`src/design/npcs_pkg.sv`:
```
`default_nettype none
// ----------------------------------------------------------------------------
// npcs_pkg
// Types and constants that the nearest palette colour search files share.
// ----------------------------------------------------------------------------
package npcs_pkg;

   localparam int COMP_W = 8;
   localparam int SQ_W   = 2 * COMP_W;
   localparam int DIST_W = SQ_W + 2;
   localparam int OUT_W  = 8;
   localparam int CSR_W  = 9;

   localparam logic [DIST_W-1:0] DIST_LIMIT = DIST_W'(32000);
   localparam logic [CSR_W-1:0]  CSR_RESET  = CSR_W'(256);

   localparam logic CMD_WRITE = 1'b0;
   localparam logic CMD_QUERY = 1'b1;

   typedef struct packed {
      logic [COMP_W-1:0] red;
      logic [COMP_W-1:0] green;
      logic [COMP_W-1:0] blue;
   } rgb_type;

   typedef enum logic [2:0] {
      ST_IDLE  = 3'b001,
      ST_SCAN  = 3'b010,
      ST_DRAIN = 3'b100
   } state_type;

endpackage : npcs_pkg
`default_nettype wire

```
`src/design/npcs_dist_unit.sv`:
```
`default_nettype none
// ----------------------------------------------------------------------------
// npcs_dist_unit
// Two-stage distance pipeline: squared channel differences, then sum and
// compare against the running best.
// ----------------------------------------------------------------------------
module npcs_dist_unit
   import npcs_pkg::*;
#(
   parameter int ADDR_W = 8
) (
   input  wire logic              clock,
   input  wire logic              reset,
   input  wire logic              clear,
   input  wire rgb_type           query,
   input  wire logic              entry_vld,
   input  wire logic [ADDR_W-1:0] entry_idx,
   input  wire rgb_type           entry,
   output logic                   sq_vld_ff,
   output logic [ADDR_W-1:0]      best_idx_ff
);

   logic [SQ_W-1:0]   sq_r_ff, sq_g_ff, sq_b_ff;
   logic [SQ_W-1:0]   sq_r_in, sq_g_in, sq_b_in;
   logic [ADDR_W-1:0] idx_ff;
   logic [DIST_W-1:0] best_dist_ff;
   logic [DIST_W-1:0] distance;
   logic              better;

   function automatic logic [SQ_W-1:0] sq_diff(logic [COMP_W-1:0] a, logic [COMP_W-1:0] b);
      logic [COMP_W-1:0] d;
      d = (a >= b) ? (a - b) : (b - a);
      return SQ_W'(d) * SQ_W'(d);
   endfunction

   assign sq_r_in = sq_diff(entry.red, query.red);
   assign sq_g_in = sq_diff(entry.green, query.green);
   assign sq_b_in = sq_diff(entry.blue, query.blue);

   always_ff @(posedge clock) begin
      if (reset) begin
         sq_vld_ff <= 1'b0;
      end else begin
         sq_vld_ff <= entry_vld;
      end
   end

   always_ff @(posedge clock) begin
      if (entry_vld) begin
         sq_r_ff <= sq_r_in;
         sq_g_ff <= sq_g_in;
         sq_b_ff <= sq_b_in;
         idx_ff  <= entry_idx;
      end
   end

   assign distance = DIST_W'(sq_r_ff) + DIST_W'(sq_g_ff) + DIST_W'(sq_b_ff);
   // strict compare keeps the lowest index on ties
   assign better   = sq_vld_ff && (distance < best_dist_ff);

   always_ff @(posedge clock) begin
      if (reset || clear) begin
         best_dist_ff <= DIST_LIMIT;
         best_idx_ff  <= '0;
      end else if (better) begin
         best_dist_ff <= distance;
         best_idx_ff  <= idx_ff;
      end
   end

endmodule : npcs_dist_unit
`default_nettype wire

```
`config.mk`:
```
export PLATFORM = sky130hd
export DESIGN_NAME = npcs_dist_unit
export DESIGN_NICKNAME = d
export VERILOG_FILES = /design/src/design/npcs_pkg.sv /design/src/design/npcs_dist_unit.sv
export SDC_FILE = /design/constraint.sdc
export NUM_CORES = 1
export LEC_CHECK = 0
export ABC_AREA = 1
export BUFFER_PORTS_ARGS = -buffer_cell sky130_fd_sc_hd__buf_2
export CAP_MARGIN = 10
export CORE_MARGIN = 2
export CORE_UTILIZATION = 30
export DETAILED_ROUTE_END_ITERATION = 10
export PLACE_DENSITY_LB_ADDON = 0.3
export SETUP_SLACK_MARGIN = 0.4
export SLEW_MARGIN = 25
export SYNTH_ARGS = -nofsm -noshare
export SYNTH_HDL_FRONTEND = slang
export SYNTH_SLANG_ARGS = --single-unit
```
`constraint.sdc`:
```
create_clock -name clock -period 6.8 [get_ports clock]
set_input_delay 0.68 -clock clock [delete_from_list [all_inputs] [get_ports clock]]
set_output_delay 0.68 -clock clock [all_outputs]
set_load 0.005 [all_outputs]
```
### Word level (Yosys, flattened, before mapping)

Cells that the tools add are included.

* bits in registers: 83
* input port bits: 60
* output and inout port bits: 9

* add/sub/neg operators: 8
* multiply operators: 3
* $lt $le $gt $ge: 4
* multiplexer cells: 3
* reductions and logical operators: 2

Operators by type and width (count)
* $mul 8x8->16: 3
* $sub 8x8->8: 6
* $ge 8x8->1: 3
* $mux 8: 3
* $add 17x16->18: 1
* $lt 18x18->1: 1
* $add 16x16->17: 1
* $logic_and 1x1->1: 1
* $logic_or 1x1->1: 1

### Logic depth before layout (Yosys ltp)

Gate-level depths: netlist (run 1).

* depth in word-level cells: 4
* depth in mapped cells: 32
* mapped depth without buffers: 32

### Least setup slack after synthesis (run 1)

No wires, ideal clock.

* path kind: input-to-reg
* start: input entry[8] (netlist name)
* end: register sq_g_ff[15], data pin
* setup time: 0.253 ns
* data arrival time: 5.465 ns
* data required time: 6.547 ns
* slack: 1.082 ns
* cell stages on the path: 30
* path through: inv_1 > ha_1 > inv_1 > fa_1 > nand3_1 > nand3_2 > nand2_2 > nand2_2 > nor2_8 > nand2_4 > nand2_4 > inv_6 > nor2_1 > inv_1 > fa_1 > inv_1 > fa_1 > inv_1 > fa_1 > fa_1 > inv_1 > ha_1 > a21oi_1 > o21ai_0 > a21oi_1 > inv_1 > nand2_1 > nand3_1 > nand3_1 > nand2_1

* word-level cells in the longest chain between the ends: 3
* elaborated cells on any way between the ends: 5

RTL lines
* from (decl): RTL line npcs_dist_unit.sv:18 `input wire rgb_type entry,`
* $sub 8x8->8 / $ge 8x8->1 (equally long branches): RTL line npcs_dist_unit.sv:32 `d = (a >= b) ? (a - b) : (b - a);`
* $mux 8 (*): RTL line npcs_dist_unit.sv:32
* $mul 8x8->16 (*): RTL line npcs_dist_unit.sv:33 `return SQ_W'(d) * SQ_W'(d);`
* net sq_g_in[15]: RTL line npcs_dist_unit.sv:24 `logic [SQ_W-1:0] sq_r_in, sq_g_in, sq_b_in;`
* to (signal assigned): RTL line npcs_dist_unit.sv:51 `sq_g_ff <= sq_g_in;`
* to (decl): RTL line npcs_dist_unit.sv:23 `logic [SQ_W-1:0] sq_r_ff, sq_g_ff, sq_b_ff;`

The timed path passes the listed nets; every way through them passes the cells marked *.
A chain may end at the register's enable or synchronous reset.

### Worst setup path after layout (run 1)

* start: input entry[0] (netlist name)
* end: register sq_b_ff[12], data pin

* word-level cells in the longest chain between the ends: 3
* elaborated cells on any way between the ends: 5

RTL lines
* $sub 8x8->8 / $ge 8x8->1 (equally long branches): RTL line npcs_dist_unit.sv:32
* $mux 8 (*): RTL line npcs_dist_unit.sv:32
* $mul 8x8->16 (*): RTL line npcs_dist_unit.sv:33
* net sq_b_in[12]: RTL line npcs_dist_unit.sv:24
* to (signal assigned): RTL line npcs_dist_unit.sv:52 `sq_b_ff <= sq_b_in;`
* to (decl): RTL line npcs_dist_unit.sv:23

Marked as above.

==> results of run 1 <==
[Yosys cell counts (11+ instances only)]
master | number | area [µm²]
nand2_1 | 303 | 1140
dfxtp_1 | 27 | 541
nand2_4 | 12 | 135
nand3_1 | 48 | 240
inv_1 | 284 | 1070
edfxtp_1 | 53 | 1590
a21oi_1 | 81 | 405
inv_2 | 21 | 78.8
xnor2_1 | 23 | 201
xor2_1 | 47 | 412
nor2_1 | 122 | 458
o21ai_0 | 28 | 140
a21boi_0 | 12 | 90.1
a21o_1 | 11 | 82.6
ha_1 | 168 | 2100
o21ai_2 | 11 | 96.3
nand2_2 | 21 | 131
fa_1 | 97 | 1940
[layout make-up]
type                    instances  share of cell area
multi-input cells            1051               0.640
well taps                     511              0.0503
clock buffers                  10              0.0180
clock inverters                 6             0.00345
flip-flops and latches         80               0.168
inverters                     309              0.0922
repair buffers                 70              0.0280
[metrics by stage]
step / hold slack [ns] / setup slack (ns) / cell area (µm²) / std cells
CTS: 0.471 / 0.825 / 12700 / 2037
global placement: 0.452 / 0.571 / 12400 / 2021
detailed placement: 0.456 / 0.473 / 12400 / 2021
finish: 0.464 / 0.894 / 12700 / 2037
floorplan: 0.442 / 1.08 / 11500 / 1453
global route: 0.492 / 0.421 / 12700 / 2037
[what timing repair did]
| action | 4_1_cts | 5_1_grt |
|---|---|---|
| setup endpoints to repair | 0 | 3 |
| buffers inserted | 0 | 0 |
| resized for setup | 0 | 2 |
| hold buffers | 0 | 0 |
[final timing paths]
path	from	slack, ns	to
setup reg to reg	sq_g_ff[4]$_DFFE_PP_	2.21	best_idx_ff[1]$_SDFFE_PP0P_
hold reg to reg	best_idx_ff[2]$_SDFFE_PP0P_	0.46	best_idx_ff[2]$_SDFFE_PP0P_
setup / recovery	entry[0]	0.89	sq_b_ff[12]$_DFFE_PP_
hold / removal	best_idx_ff[2]$_SDFFE_PP0P_	0.46	best_idx_ff[2]$_SDFFE_PP0P_
[worst register-to-register path: cells and delay by family, from the launching register on]
kind	cells	cell delay, ns
compound gates	6	0.84
xor+xnor	1	0.24
fa+ha+maj	3	1.15
buf+inv	2	0.67
flops	1	0.44
simple gates	6	1.17
[sequential cells by signal, indices dropped and copies added, names as in the netlist]
name / flops
best_dist_ff: 18
sq_b_ff: 15
sq_g_ff: 15
sq_r_ff: 15
best_idx_ff: 8
idx_ff: 8
sq_vld_ff: 1
[logic make-up (layout without fill, tap and decap cells)]
logic type,count (synthesis),after routing
AO/OA/AOI/OAI,169,169
XOR/XNOR,72,72
adder cells (fa/ha/maj),265,265
buffers and inverters,322,395
flip-flops,80,80
other,2,3
AND/OR/NAND/NOR,542,542
[metal layers]
metal  GRT usage  up-vias
met5           0        -
met4      0.0203        0
met3      0.0133       14
met2       0.202      103
met1       0.167     4213
li1            -     4673
==> out/metrics.csv, run 1 <==
metric;value;unit
multi-input logic area;8140;µm²
initial core utilization;0.306;
die area;40100;µm²
crit path max fanout;9;
simple-gate area share of the yosys netlist;0.211;
CP max stage cell;fa_1;
CP arrival;5.99;ns
Tcrit/Tclk final;0.869;
top_reg_cell synth;edfxtp_1;
RePlAce Congestion;0.830;
crit end category;register;
skew final;0.00792;ns
Post-synth EDFFs;53;
CTS HTree Levels;3;
chip width;200;µm
estimated wirelength of the detail-placed design;19.6;mm
Top Family by Delay on Critical Path;adder cells;
slowest stage delay, CP;0.53;ns
die height;200;µm
# fillers;3980;
max cap viols;0;
main combinational cell family by area after synthesis;adder cells;
critical setup path kind;in -> reg;
path depth of the worst reg2reg path;18;
Yosys reg bits;80;
WL met2;10.7;mm
vias;9003;
DR pass1 iterations;7;
sequential area share after synthesis;0.185;
measured slew at the worst slew-check pin;0.920;ns
nets;1846;
root buf cell;clkbuf_16;
Longest Clk Path Bufs;2;
pin count of the biggest net entering global routing;55;
share of cells above drive strength 1;0.117;
global-route wire length before repair;41.3;mm
met3 routed WL;477;µm
synth warn;0;
commonest non-fill, non-tap cell in the layout;nand2_1;
critical path launch point type;input pin;
vias in the first global route;9122;
ant diodes;0;
area share of fa/ha/maj cells after synthesis;0.350;
mux contribution to synthesized area;0;
fraction of registers with async set/reset;0;
commonest cells after routing, fill and taps aside;nand2_1 (303), inv_1 (284), ha_1 (168);
io pins;69;
Distinct cells, synth;46;
CORE AREA;37800;µm²
Synth Cell Area;11500;µm²
Peak Freq;169;MHz
Pins Over Slew Limit;0;
clk slew on worst S/H paths;0.06;ns
WP buf/inv;7;
setup_tns;0;ns
run status;complete, no violations;
TritonCTS clock tree;built;
Worst Hold Class;reg -> reg;
clock tree sinks;80;
hold path cells;2;
Post-Route WL;23.1;mm
DRC violations left;0;
initial antenna violation count;0;
Area Overhead vs Synth;10.1;%
Port Buffers;68;
final-report hold violation count;0;
Clock Latency Late Sink;0.34;ns
final setup fails;0;
uppermost layer routed;met4;
GRT Residual Overflow;0;
initial DRC count;413;
Total GRT Usage;0.120;
CTS Buf Count;9;
worst path required time;6.89;ns
Final ANT Viol Nets;0;
Met1 Wirelength;11.8;mm
Avg WL per Cell;11.3;µm
Slew HR;0.385;
setup repair after global routing missed its margin;no;
Avg Synthesized Cell Area;7.95;µm²
post-DR vias/cell;4.42;
fin crit period;5.91;ns
Critical Path Stages;29;
Compound-Gate Fraction of Synth Area;0.0867;
Cell Rows;71;
FF/Latch Area;2130;µm²
Mapped Cells;1452;
Post-Synth XOR/XNOR Area;0.0559;
Layout Utilization;0.337;
Power of run 1 is left out: the tool's default activity adds up to more than one toggle a clock period on the data nets, which glitch-free logic cannot reach.
==> inputs of run 2 (changes only) <==
--- a/config.mk
+++ b/config.mk
@@ -8,6 +8,8 @@
 export ABC_AREA = 1
 export BUFFER_PORTS_ARGS = -buffer_cell sky130_fd_sc_hd__buf_2
 export CAP_MARGIN = 10
+export CELL_PAD_IN_SITES_DETAIL_PLACEMENT = 0
+export CELL_PAD_IN_SITES_GLOBAL_PLACEMENT = 1
 export CORE_MARGIN = 2
 export CORE_UTILIZATION = 30
 export DETAILED_ROUTE_END_ITERATION = 10
==> run 2 against run 1 <==
  * Design area grew 0.39%
  * Non-clock buffer count up 1
  * Highest routed layer unchanged
  * Cell count barely moved
  * Global-route usage rose by 0.50 points
  * Via count fell by 2.0%
==> out/metrics.csv, run 2 (synthesis gave the netlist of run 1 again) <==
metric;value;unit
hold-fix buffers at CTS;0;
final-report hold violation count;0;
nets;1847;
Final ANT Viol Nets;0;
Slew HR;0.526;
root buf cell;clkbuf_16;
die area;40100;µm²
skew final;0.00581;ns
setup repair after global routing missed its margin;yes;
crit end category;register;
io pins;69;
clock tree sinks;80;
estimated wirelength of the detail-placed design;20.8;mm
initial DRC count;326;
Area Overhead vs Synth;10.5;%
crit path max fanout;9;
Layout Utilization;0.338;
Longest Clk Path Bufs;2;
# fillers;3999;
postcts setup bufs;0;
max cap viols;0;
commonest cells after routing, fill and taps aside;nand2_1 (303), inv_1 (284), ha_1 (168);
Port Buffers;68;
DP Worst Slack;0.366;ns
Tcrit/Tclk final;0.873;
fin area;12800;µm²
reg2reg setup slack;3.14;ns
ant diodes;0;
share of cells above drive strength 1;0.117;
Worst Hold Class;reg -> reg;
post-DR vias/cell;4.33;
commonest non-fill, non-tap cell in the layout;nand2_1;
RePlAce Congestion;0.804;
worst path required time;6.89;ns
DR pass1 iterations;4;
TritonCTS clock tree;built;
die height;200;µm
fin crit period;5.94;ns
CTS HTree Levels;3;
Cell Rows;71;
min setup slack post-route;0.863;ns
critical path launch point type;input pin;
Post-Route WL;24.3;mm
initial antenna violation count;0;
run status;complete, no violations;
CTS Buf Count;9;
Largest Register;best_dist_ff;
setup_tns;0;ns
Avg WL per Cell;11.9;µm
initial core utilization;0.306;
vias;8821;
global-route wire length before repair;41.8;mm
measured slew at the worst slew-check pin;0.711;ns
Total GRT Usage;0.125;
vias in the first global route;8790;
pin count of the biggest net entering global routing;55;
Pins Over Slew Limit;0;
Clock Latency Late Sink;0.34;ns
chip width;200;µm
CP arrival;6.03;ns
critical setup path kind;in -> reg;
Peak Freq;168;MHz
Placement Cell Area;12400;µm²
max FFs per register;18;
GRT Residual Overflow;0;
CORE AREA;37800;µm²
clk slew on worst S/H paths;0.06;ns
final setup fails;0;
DRC violations left;0;
## run 2: changes by cell type in the layout (fill, tap and decap cells not counted), sizes merged
cell,before,now
bufinv,0,2
clkinv,4,2
buf,70,71
clkinvlp,1,2
inv,310,309
## run 2: path summary, 6_finish.rpt
path                                  to                   startpoint  depth (start not counted)
max reg2reg  best_idx_ff[4]$_SDFFE_PP0P_        sq_r_ff[11]$_DFFE_PP_                         16
max                sq_r_ff[12]$_DFFE_PP_                    entry[16]                         28
min reg2reg  best_idx_ff[6]$_SDFFE_PP0P_  best_idx_ff[6]$_SDFFE_PP0P_                          2
min          best_idx_ff[6]$_SDFFE_PP0P_  best_idx_ff[6]$_SDFFE_PP0P_                          2
## run 2: critical path: stages
cell      delay, ns
buf_2          0.11
inv_1          0.05
ha_1           0.18
inv_1          0.07
fa_1           0.42
nand3_2        0.10
nand3_2        0.12
o21ai_2        0.20
nand2_4        0.11
o21ai_1        0.33
inv_2          0.15
nor2_1         0.30
fa_1           0.48
xnor2_1        0.20
o21bai_1       0.13
nand2_1        0.09
fa_1           0.49
inv_1          0.06
fa_1           0.53
inv_1          0.04
ha_1           0.35
a21oi_1        0.14
o21ai_0        0.08
a21oi_1        0.21
o21ai_1        0.14
nand2_1        0.08
nand2_1        0.05
xor2_1         0.15
## run 2: repair_timing
item / 4_1_cts / 5_1_grt
hold endpoints to repair: 0 / 0
endpoints found under the setup margin: 0 / 4
resized for setup: 0 / 2
## run 2: per-layer routing
| layer | global-route usage | routed length (µm) | vias up |
|---|---|---|---|
| met5 | 0 | 0 | - |
| met2 | 0.213 | 11300 | 84 |
| met3 | 0.0150 | 504 | 12 |
| li1 | - | - | 4655 |
| met1 | 0.172 | 12200 | 4070 |
| met4 | 0.0171 | 158 | 0 |
## run 2: final cells by class
type / count / area [µm²] / area share
Sequential cell: 80 / 2130 / 0.167
Multi-Input combinational cell: 1051 / 8140 / 0.638
Clock buffer: 10 / 229 / 0.0179
Clock inverter: 6 / 83.8 / 0.00657
Tap cell: 511 / 639 / 0.0501
Inverter: 309 / 1170 / 0.0919
Timing Repair Buffer: 71 / 363 / 0.0284
## run 2: through the flow
| stage | cells | hold slack [ns] |
|---|---|---|
| finish | 2038 | 0.470 |
| global route | 2038 | 0.496 |
| CTS | 2038 | 0.472 |
| detailed placement | 2022 | 0.458 |
| global placement | 2022 | 0.451 |
| floorplan | 1453 | 0.442 |
Power of run 2 is left out for the same reason.
